`src/design/sorted_key_index_table_defines.svh`:
```
`ifndef SORTED_KEY_INDEX_TABLE_DEFINES_SVH
`define SORTED_KEY_INDEX_TABLE_DEFINES_SVH
// assertion helpers
`define SKIT_ASSERT(lbl, prop, msg) \
	lbl: assert property (@(posedge clk) disable iff (!arst_n) prop) else $error(msg);
`define SKIT_ASSERT_NORST(lbl, prop, msg) \
	lbl: assert property (@(posedge clk) prop) else $error(msg);
`endif

```
`src/design/skit_pkg.sv`:
```
package skit_pkg;
	localparam int TABLE_DEPTH = 16;
	localparam int KEY_BYTES = 22;
	localparam int RECORD_BITS = 10;
	localparam int KEY_W = 8 * KEY_BYTES;
	localparam int IDX_W = $clog2(TABLE_DEPTH);
	localparam int CNT_W = $clog2(TABLE_DEPTH + 1);
	localparam int SLOT_W = KEY_W + RECORD_BITS;

	localparam logic [1:0] MODE_INSERT = 2'd0;
	localparam logic [1:0] MODE_LOOKUP = 2'd1;
	localparam logic [1:0] MODE_DELETE = 2'd2;
	localparam logic [1:0] MODE_RENAME = 2'd3;

	localparam logic [1:0] ST_OK = 2'd0;
	localparam logic [1:0] ST_NOT_FOUND = 2'd1;
	localparam logic [1:0] ST_FULL = 2'd2;
	localparam logic [1:0] ST_NO_REM = 2'd3;

	localparam logic [7:0] BANG = 8'h21;

	typedef logic [KEY_W-1:0] key_t;

	// three-way compare: 2'b00 equal, 2'b10 a<b, 2'b01 a>b
	typedef struct packed {
		logic lt;
		logic gt;
	} cmp_t;

	function automatic cmp_t key_cmp(key_t a, key_t b);
		cmp_t r;
		logic done;
		logic [7:0] x;
		logic [7:0] y;
		r = '0;
		done = 1'b0;
		for (int i = 0; i < KEY_BYTES; i++) begin
			x = a[KEY_W-1-8*i -: 8];
			y = b[KEY_W-1-8*i -: 8];
			if (!done) begin
				if (x != y) begin
					r.lt = (x < y);
					r.gt = (x > y);
					done = 1'b1;
				end else if (x == 8'd0) begin
					done = 1'b1;
				end
			end
		end
		return r;
	endfunction
endpackage

```
`src/design/skit_ram.sv`:
```
module skit_ram #(
	parameter int WIDTH = 8,
	parameter int DEPTH = 16
) (
	input  logic                     clk,
	input  logic                     we,
	input  logic [$clog2(DEPTH)-1:0] waddr,
	input  logic [WIDTH-1:0]         wdata,
	input  logic [$clog2(DEPTH)-1:0] raddr,
	output logic [WIDTH-1:0]         rdata
);
	logic [WIDTH-1:0] mem [DEPTH];

	always_ff @(posedge clk) begin
		if (we) begin
			mem[waddr] <= wdata;
		end
		rdata <= mem[raddr];
	end
endmodule

```
`src/design/sorted_key_index_table.sv`:
```
// Sorted key index table, one request at a time. A request is taken at a clock edge with start
// high and busy low. Busy then stays high until the single-cycle done strobe, which carries
// status, found_position, found_record and entries_held. The strobe cannot be held off, so
// capture the result in that cycle. All entries sit in one slot memory (key plus record number)
// with a registered read. Lookup probes the low end, the high end and the middle of a shrinking
// window, each probe a read state then a compare state. That is up to 8 probes at a full table.
// Insert starts at the end and shifts each larger key up one slot, then writes the new entry into
// the gap. Delete and rename first read the remembered slot, then move its new key up or down in
// the same way. After done the block returns to idle before it takes the next request. There is
// no clearing pass after reset, since only entries below the count are read.
module sorted_key_index_table
	import skit_pkg::*;
(
	input  logic                   clk,
	input  logic                   arst_n,
	input  logic                   start,
	output logic                   busy,
	input  logic [1:0]             mode,
	input  logic [47:0]            key_high,
	input  logic [63:0]            key_mid,
	input  logic [63:0]            key_low,
	input  logic [9:0]             record_number,
	output logic                   done,
	output logic [1:0]             status,
	output logic [3:0]             found_position,
	output logic [9:0]             found_record,
	output logic [4:0]             entries_held
);
	`include "sorted_key_index_table_defines.svh"

	localparam logic [3:0] S_IDLE = 4'd0;
	localparam logic [3:0] S_LK_RD = 4'd1;
	localparam logic [3:0] S_LK_CMP = 4'd2;
	localparam logic [3:0] S_UP_RD = 4'd3;
	localparam logic [3:0] S_UP_CMP = 4'd4;
	localparam logic [3:0] S_DN_RD = 4'd5;
	localparam logic [3:0] S_DN_CMP = 4'd6;
	localparam logic [3:0] S_DONE = 4'd7;
	localparam logic [3:0] S_RC_RD = 4'd8;
	localparam logic [3:0] S_RC_CAP = 4'd9;
	localparam logic [3:0] S_WR = 4'd10;

	localparam logic [1:0] PR_LO = 2'd0;
	localparam logic [1:0] PR_HI = 2'd1;
	localparam logic [1:0] PR_MID = 2'd2;

	logic [3:0] state_q;
	logic [1:0] probe_q;
	logic [1:0] mode_q;
	key_t key_q;
	logic [RECORD_BITS-1:0] rec_q;
	logic [CNT_W-1:0] count_q;
	logic [IDX_W-1:0] rem_pos_q;
	logic rem_valid_q;
	logic [IDX_W-1:0] lo_q, hi_q, cur_q;
	logic [1:0] status_q;
	logic [IDX_W-1:0] pos_q;
	logic [RECORD_BITS-1:0] frec_q;

	logic we;
	logic [IDX_W-1:0] waddr, raddr;
	logic [SLOT_W-1:0] wdata, rdata;

	skit_ram #(.WIDTH(SLOT_W), .DEPTH(TABLE_DEPTH)) u_slots (
		.clk(clk), .we(we), .waddr(waddr), .wdata(wdata),
		.raddr(raddr), .rdata(rdata)
	);

	key_t in_key;
	key_t rd_key;
	logic [RECORD_BITS-1:0] rd_rec;
	cmp_t c;
	logic [IDX_W:0] mid_sum;
	logic [IDX_W-1:0] mid;
	logic moved;

	function automatic logic [IDX_W-1:0] raddr_hold(logic [1:0] p, logic [IDX_W-1:0] l,
			logic [IDX_W-1:0] h, logic [IDX_W-1:0] m);
		case (p)
			PR_LO: return l;
			PR_HI: return h;
			default: return m;
		endcase
	endfunction

	always_comb begin
		in_key = {key_high, key_mid, key_low};
		rd_key = rdata[SLOT_W-1 -: KEY_W];
		rd_rec = rdata[RECORD_BITS-1:0];
		c = key_cmp(rd_key, key_q);
		mid_sum = {1'b0, lo_q} + {1'b0, hi_q};
		mid = mid_sum[IDX_W:1];
		moved = (mode_q == MODE_INSERT) || (cur_q != pos_q);
	end

	// lookup probe address and sorting read address
	always_comb begin
		raddr = cur_q;
		if (state_q == S_LK_RD) begin
			case (probe_q)
				PR_LO: raddr = lo_q;
				PR_HI: raddr = hi_q;
				default: raddr = mid;
			endcase
		end else if (state_q == S_UP_RD) begin
			raddr = cur_q - 1'b1;
		end else if (state_q == S_DN_RD) begin
			raddr = cur_q + 1'b1;
		end
	end

	// moving slot: key_q/rec_q, at cur_q; neighbor read in rdata
	always_comb begin
		we = 1'b0;
		waddr = cur_q;
		wdata = {key_q, rec_q};
		if (state_q == S_UP_CMP && c.gt) begin
			we = 1'b1;
			wdata = rdata;
		end else if (state_q == S_UP_CMP && moved) begin
			we = 1'b1;
		end else if (state_q == S_DN_CMP && c.lt) begin
			we = 1'b1;
			wdata = rdata;
		end else if ((state_q == S_DN_CMP) || (state_q == S_WR)) begin
			we = 1'b1;
		end
	end

	always_ff @(posedge clk or negedge arst_n) begin
		if (!arst_n) begin
			state_q <= S_IDLE;
			count_q <= '0;
			rem_pos_q <= '0;
			rem_valid_q <= 1'b0;
			probe_q <= PR_LO;
			mode_q <= MODE_INSERT;
			key_q <= '0;
			rec_q <= '0;
			lo_q <= '0;
			hi_q <= '0;
			cur_q <= '0;
			status_q <= ST_OK;
			pos_q <= '0;
			frec_q <= '0;
		end else begin
			case (state_q)
				S_IDLE: begin
					if (start) begin
						mode_q <= mode;
						key_q <= in_key;
						rec_q <= record_number[RECORD_BITS-1:0];
						status_q <= ST_OK;
						pos_q <= '0;
						frec_q <= '0;
						state_q <= S_DONE;
						case (mode)
							MODE_INSERT: begin
								if (count_q >= CNT_W'(TABLE_DEPTH)) begin
									status_q <= ST_FULL;
								end else begin
									cur_q <= count_q[IDX_W-1:0];
									count_q <= count_q + 1'b1;
									pos_q <= count_q[IDX_W-1:0];
									state_q <= S_UP_RD;
								end
							end
							MODE_LOOKUP: begin
								if (count_q == '0) begin
									status_q <= ST_NOT_FOUND;
								end else begin
									lo_q <= '0;
									hi_q <= IDX_W'(count_q - 1'b1);
									probe_q <= PR_LO;
									state_q <= S_LK_RD;
								end
							end
							default: begin
								if (!rem_valid_q || {1'b0, rem_pos_q} >= count_q) begin
									status_q <= ST_NO_REM;
								end else begin
									pos_q <= rem_pos_q;
									cur_q <= rem_pos_q;
									if (mode == MODE_DELETE) begin
										key_q <= {BANG, {(KEY_W-8){1'b0}}};
									end
									state_q <= S_RC_RD;
								end
							end
						endcase
					end
				end
				S_LK_RD: state_q <= S_LK_CMP;
				S_LK_CMP: begin
					state_q <= S_LK_RD;
					if (!c.lt && !c.gt) begin
						pos_q <= raddr_hold(probe_q, lo_q, hi_q, mid);
						rem_pos_q <= raddr_hold(probe_q, lo_q, hi_q, mid);
						rem_valid_q <= 1'b1;
						frec_q <= rd_rec;
						state_q <= S_DONE;
					end else begin
						case (probe_q)
							PR_LO: probe_q <= PR_HI;
							PR_HI: begin
								if (mid == lo_q || mid == hi_q) begin
									status_q <= ST_NOT_FOUND;
									state_q <= S_DONE;
								end else begin
									probe_q <= PR_MID;
								end
							end
							default: begin
								probe_q <= PR_LO;
								if (c.gt) begin
									lo_q <= lo_q + 1'b1;
									hi_q <= mid - 1'b1;
								end else begin
									lo_q <= mid + 1'b1;
									hi_q <= hi_q - 1'b1;
								end
							end
						endcase
					end
				end
				S_RC_RD: state_q <= S_RC_CAP;
				S_RC_CAP: begin
					rec_q <= rd_rec;
					state_q <= S_UP_RD;
				end
				S_UP_RD: begin
					if (cur_q != '0) begin
						state_q <= S_UP_CMP;
					end else if (moved) begin
						state_q <= S_WR;
					end else begin
						state_q <= S_DN_RD;
					end
				end
				S_UP_CMP: begin
					if (c.gt) begin
						cur_q <= cur_q - 1'b1;
						if (mode_q == MODE_INSERT) begin
							pos_q <= cur_q - 1'b1;
						end
						state_q <= S_UP_RD;
					end else if (moved) begin
						state_q <= S_DONE;
					end else begin
						state_q <= S_DN_RD;
					end
				end
				S_DN_RD: begin
					if ({1'b0, cur_q} + 1'b1 >= count_q) begin
						state_q <= S_WR;
					end else begin
						state_q <= S_DN_CMP;
					end
				end
				S_DN_CMP: begin
					if (c.lt) begin
						cur_q <= cur_q + 1'b1;
						state_q <= S_DN_RD;
					end else begin
						state_q <= S_DONE;
					end
				end
				S_WR: state_q <= S_DONE;
				S_DONE: state_q <= S_IDLE;
				default: state_q <= S_IDLE;
			endcase
		end
	end

	assign busy = (state_q != S_IDLE);
	assign done = (state_q == S_DONE);
	assign status = status_q;
	assign found_position = (status_q == ST_OK) ? 4'(pos_q) : 4'd0;
	assign found_record = (status_q == ST_OK && mode_q == MODE_LOOKUP) ? 10'(frec_q) : 10'd0;
	assign entries_held = 5'(count_q);

	`SKIT_ASSERT(a_done_pulse, done |=> !done, "done longer than one cycle")
	`SKIT_ASSERT(a_count_max, count_q <= CNT_W'(TABLE_DEPTH), "count above depth")
	`SKIT_ASSERT(a_start_busy, (start && !busy) |=> busy, "request not taken")
	`SKIT_ASSERT_NORST(a_rst_idle, !arst_n |-> !busy, "busy during reset")
endmodule

```
`config.mk`:
```
export PLATFORM = sky130hd
export DESIGN_NAME = sorted_key_index_table
export DESIGN_NICKNAME = d
export VERILOG_FILES = /design/src/design/skit_pkg.sv /design/src/design/skit_ram.sv /design/src/design/sorted_key_index_table.sv
export VERILOG_INCLUDE_DIRS = /design/src /design/src/design
export SDC_FILE = /design/constraint.sdc
export NUM_CORES = 2
export LEC_CHECK = 0
export BUFFER_PORTS_ARGS = -buffer_cell sky130_fd_sc_hd__buf_2
export CAP_MARGIN = 5
export CELL_PAD_IN_SITES_DETAIL_PLACEMENT = 0
export CELL_PAD_IN_SITES_GLOBAL_PLACEMENT = 1
export CORE_AREA = 2 2 549 551
export DETAILED_ROUTE_END_ITERATION = 8
export DIE_AREA = 0 0 551 553
export PLACE_DENSITY = 0.73
export SLEW_MARGIN = 5
export SYNTH_ARGS = -nofsm -noshare
export SYNTH_HDL_FRONTEND = slang
export SYNTH_SLANG_ARGS = --single-unit
```
`constraint.sdc`:
```
create_clock -name clk -period 7.31 [get_ports clk]
set_input_delay 0.731 -clock clk [delete_from_list [all_inputs] [get_ports clk]]
set_output_delay 0.731 -clock clk [all_outputs]
set_load 0.01 [all_outputs]
```
==> results.toml <==
[global_routing]
track_usage_pct = 21.6
maximum_number_of_pins_on_one_net_before_global_route_repair = 139
global_route.overflow_total = 0
antenna_found_initial = 11
first_global_vias = 71300
wire_length_of_the_first_global_routing_pass_um = 487000

[placement]
port_buffers = 213
placement.setup.worst_slack_ns = 1.18
gpl.final_weighted_congestion = 0.842
dpl.hpwl_um = 199000
dp.cells = 11200

[sta]
timing.setup.tns_ns = 0
timing.final.hold_violations = 0
max_slew_margin_pct = 8.71
fin_ws_ns = 1.02
timing_worst_slew_pin_value_ns = 1.37
clock.fmax_mhz = 159
rsz_0062_raised_after_global_routing = "false"
fin_crit_ns = 6.29
clock_skew_ns = 0.0657
setup_viol_count_final = 0
fin_crit_sh_pct = 86.1
slew_viol_final = 0

[yosys]
ys_dominant_reg_cell = "sky130_fd_sc_hd__edfxtp_1"
postSynthRegisterBits = 3394
syn-cell-area_um2 = 134000
synth_edf_count = 2976
synthesis.nets = 7527
async_reset_ff_share_pct = 6.84
synth.distinct_cells = 79
yosys_warnings = 0
avgSynthCellArea_um2 = 18.8
netlist_instances = 7138
yosysSeqAreaShare_pct = 73.8

[worst_setup_path]
worst_r2r_endpoint = "u_slots.mem[11][46]"
critical_path.endpoint_type = "register"
crit_path_capture = "u_slots.mem[11][46]"
cp_data_required_time_ns = 7.84
critical_path_arrival_ns = 6.82
crit_path_start_kind = "register"
critical_path.max_fanout = 29
setup.worst_path.start = "key_q[133]"
worst_r2r_path_depth = 16
reg2reg_setup_slack_ns = 1.02
r2r-start = "key_q[133]"
timing_worst_setup_path_type = "register to register"

[floorplanning]
initial_core_util_pct = 44.8
chipWidth_um = 551
placeableCoreArea_um2 = 299000
std_cell_rows = 201
die_y_um = 553
dieArea_um2 = 305000
num_io_pins = 214

[cells_and_area]
drive_above_1_share_pct = 22.7
net_count_of_the_finished_layout = 8052
final-instance-count-excl-fill = 11900
syn2layout_area_growth_pct = 15.2

[power]
sequentialPowerShare_pct = 37.2
share_clk_of_total_power_pct = 23.5
intPower_mw = 50.3
vdd.ir_drop.worst_uv = 415
power_switching_share_pct = 34.9
pwr_density_cell_nw_per_um2 = 500
pwr-share-comb_pct = 39.3
power.static_leakage_nw = 51.6
p_sw_mw = 26.9

[detailed_routing]
detail_route.wl_per_cell_um = 27.9
postRouteAntennaNets = 0
drcViolationCount = 0
wl_um = 333000
dr.first_iter.drc_count = 7246
routed_via_density = 5.83
vias = 69600
drt-pass1-iter-count = 8

[status]
outcome = "completed"

[run]
max_cap_violations = 0

[clock_network]
clock_latency_ns = 0.94
cts.repair.resized = 0
post-cts-setup-buffers = 0
tritoncts.num_buffers = 350
clock-root-buffer = "sky130_fd_sc_hd__clkbuf_16"
clock_tree.buffer_depth = 4
tritoncts = "built"
cts-htree-levels = 5
clock_sinks = 3394
cts.reportedPaths.clkPinSlew_ns = 0.06

[worst_hold_path]
min_delay_path_class = "input port to register"
## synth_stat cells (all sizes together), types with 131 or more instances
cell    instances  area [µm²]
inv           197         739
dfrtp         232        5810
nand2         405        1520
a211oi        204        1530
dfxtp         186        3720
clkbuf        234         878
a21oi         250        1250
mux2i         198        1980
ha            197        2460
edfxtp       2976       89400
mux4          744       16800
buf           131         573
o21ai         392        1960
nor2b         212        1330
## placed cells by master (no fill, tap or decap), types with 204 or more instances in the layout
| master | count |
|---|---|
| sky130_fd_sc_hd__edfxtp_1 | 2976 |
| sky130_fd_sc_hd__mux4_2 | 744 |
| sky130_fd_sc_hd__nand2_1 | 404 |
| sky130_fd_sc_hd__clkbuf_16 | 355 |
| sky130_fd_sc_hd__a21oi_1 | 248 |
| sky130_fd_sc_hd__o21ai_0 | 236 |
| sky130_fd_sc_hd__dfrtp_1 | 232 |
| sky130_fd_sc_hd__nor2b_1 | 212 |
| sky130_fd_sc_hd__buf_2 | 212 |
| sky130_fd_sc_hd__a211oi_1 | 204 |
## how the worst min path moves through the flow
stage,depth (start not counted),start,end,slack [ns]
floorplan,1,rem_valid_q,rem_valid_q,0.43
global placement,2,rec_q[9],rec_q[9],0.47
detailed placement,2,rec_q[0],rec_q[0],0.47
CTS,3,key_low[50],key_q[50],0.001
global route,3,key_low[52],key_q[52],0.04
finish,3,key_low[52],key_q[52],0.05
## power groups by stage
| stage | sequential, mW | combinational [mW] | clock (mW) |
|---|---|---|---|
| 3_3_place_gp | 29.0 | 30.0 | 0 |
| 3_5_place_dp | 29.1 | 30.5 | 0 |
| 2_1_floorplan | 28.5 | 20.6 | 0 |
| 4_1_cts | 28.7 | 30.7 | 18.4 |
| 5_1_grt | 28.9 | 32.9 | 19.2 |
| 6_report | 28.7 | 30.3 | 18.1 |
## flip-flops by register name (all words and copies together), names as in the netlist
register       count
cur_q              4
entries_held       5
frec_q            10
hi_q               4
key_q            176
lo_q               4
mode_q             2
pos_q              4
probe_q            2
rec_q             10
rem_pos_q          4
rem_valid_q        1
state_q            4
status             2
u_slots.mem     2976
u_slots.rdata    186
## layout make-up
class                   count  area [µm²]
clock inverters           145        1890
fillers                 23500      144000
diodes                      1        2.50
repair buffers            538        4950
clock buffers             512        9940
flip-flops and latches   3394       98900
well taps                3958        4950
multi-input cells        3182       33000
inverters                 197         739
## stage by stage
| stage | power, mW | cell area, µm² | utilization (%) | hold WS (ns) |
|---|---|---|---|---|
| finish | 77.2 | 154000 | 51.7 | 0.0511 |
| global route | 81.0 | 154000 | 51.7 | 0.0354 |
| CTS | 77.8 | 154000 | 51.7 | 0.00104 |
| detailed placement | 59.6 | 142000 | 47.4 | 0.471 |
| global placement | 59.0 | 142000 | 47.4 | 0.465 |
| floorplan | 49.2 | 134000 | - | 0.432 |
## cell families after synthesis
| group | synth area share [%] |
|---|---|
| fa+ha+maj | 1.85 |
| flops | 73.8 |
| mux | 14.3 |
| compound gates | 4.67 |
| buf+inv | 1.63 |
| simple gates | 3.53 |
| xor+xnor | 0.157 |
## per-layer routing
layer | part of all wire, % | vias up | track usage [%]
met5 | 0.0030 | - | 0
met1 | 43 | 36700 | 31.7
met3 | 8.4 | 405 | 4.79
met4 | 2.1 | 2 | 4.96
li1 | - | 29900 | -
met2 | 46 | 2635 | 33.2
## worst max-delay path: stages (launching register included)
cell                       delay [ns]
sky130_fd_sc_hd__dfrtp_1         0.32
sky130_fd_sc_hd__inv_1           0.06
sky130_fd_sc_hd__ha_1            0.30
sky130_fd_sc_hd__nand4_1         0.15
sky130_fd_sc_hd__a211oi_1        0.92
sky130_fd_sc_hd__nand4_1         0.44
sky130_fd_sc_hd__nor3_1          0.42
sky130_fd_sc_hd__nand3_1         0.22
sky130_fd_sc_hd__nor2_1          0.24
sky130_fd_sc_hd__a221oi_1        0.15
sky130_fd_sc_hd__nor2_1          0.36
sky130_fd_sc_hd__buf_4           0.25
sky130_fd_sc_hd__o31ai_1         0.10
sky130_fd_sc_hd__a21oi_1         0.46
sky130_fd_sc_hd__and3b_1         0.31
sky130_fd_sc_hd__and2_4          0.58
sky130_fd_sc_hd__buf_4           0.55
## repair_timing
item | 4_1_cts | 5_1_grt
endpoints found under the setup margin | 0 | 0
hold endpoints to repair | 141 | 0
hold buffers | 95 | 0
Note: power is estimated with default switching activity, not from simulation.
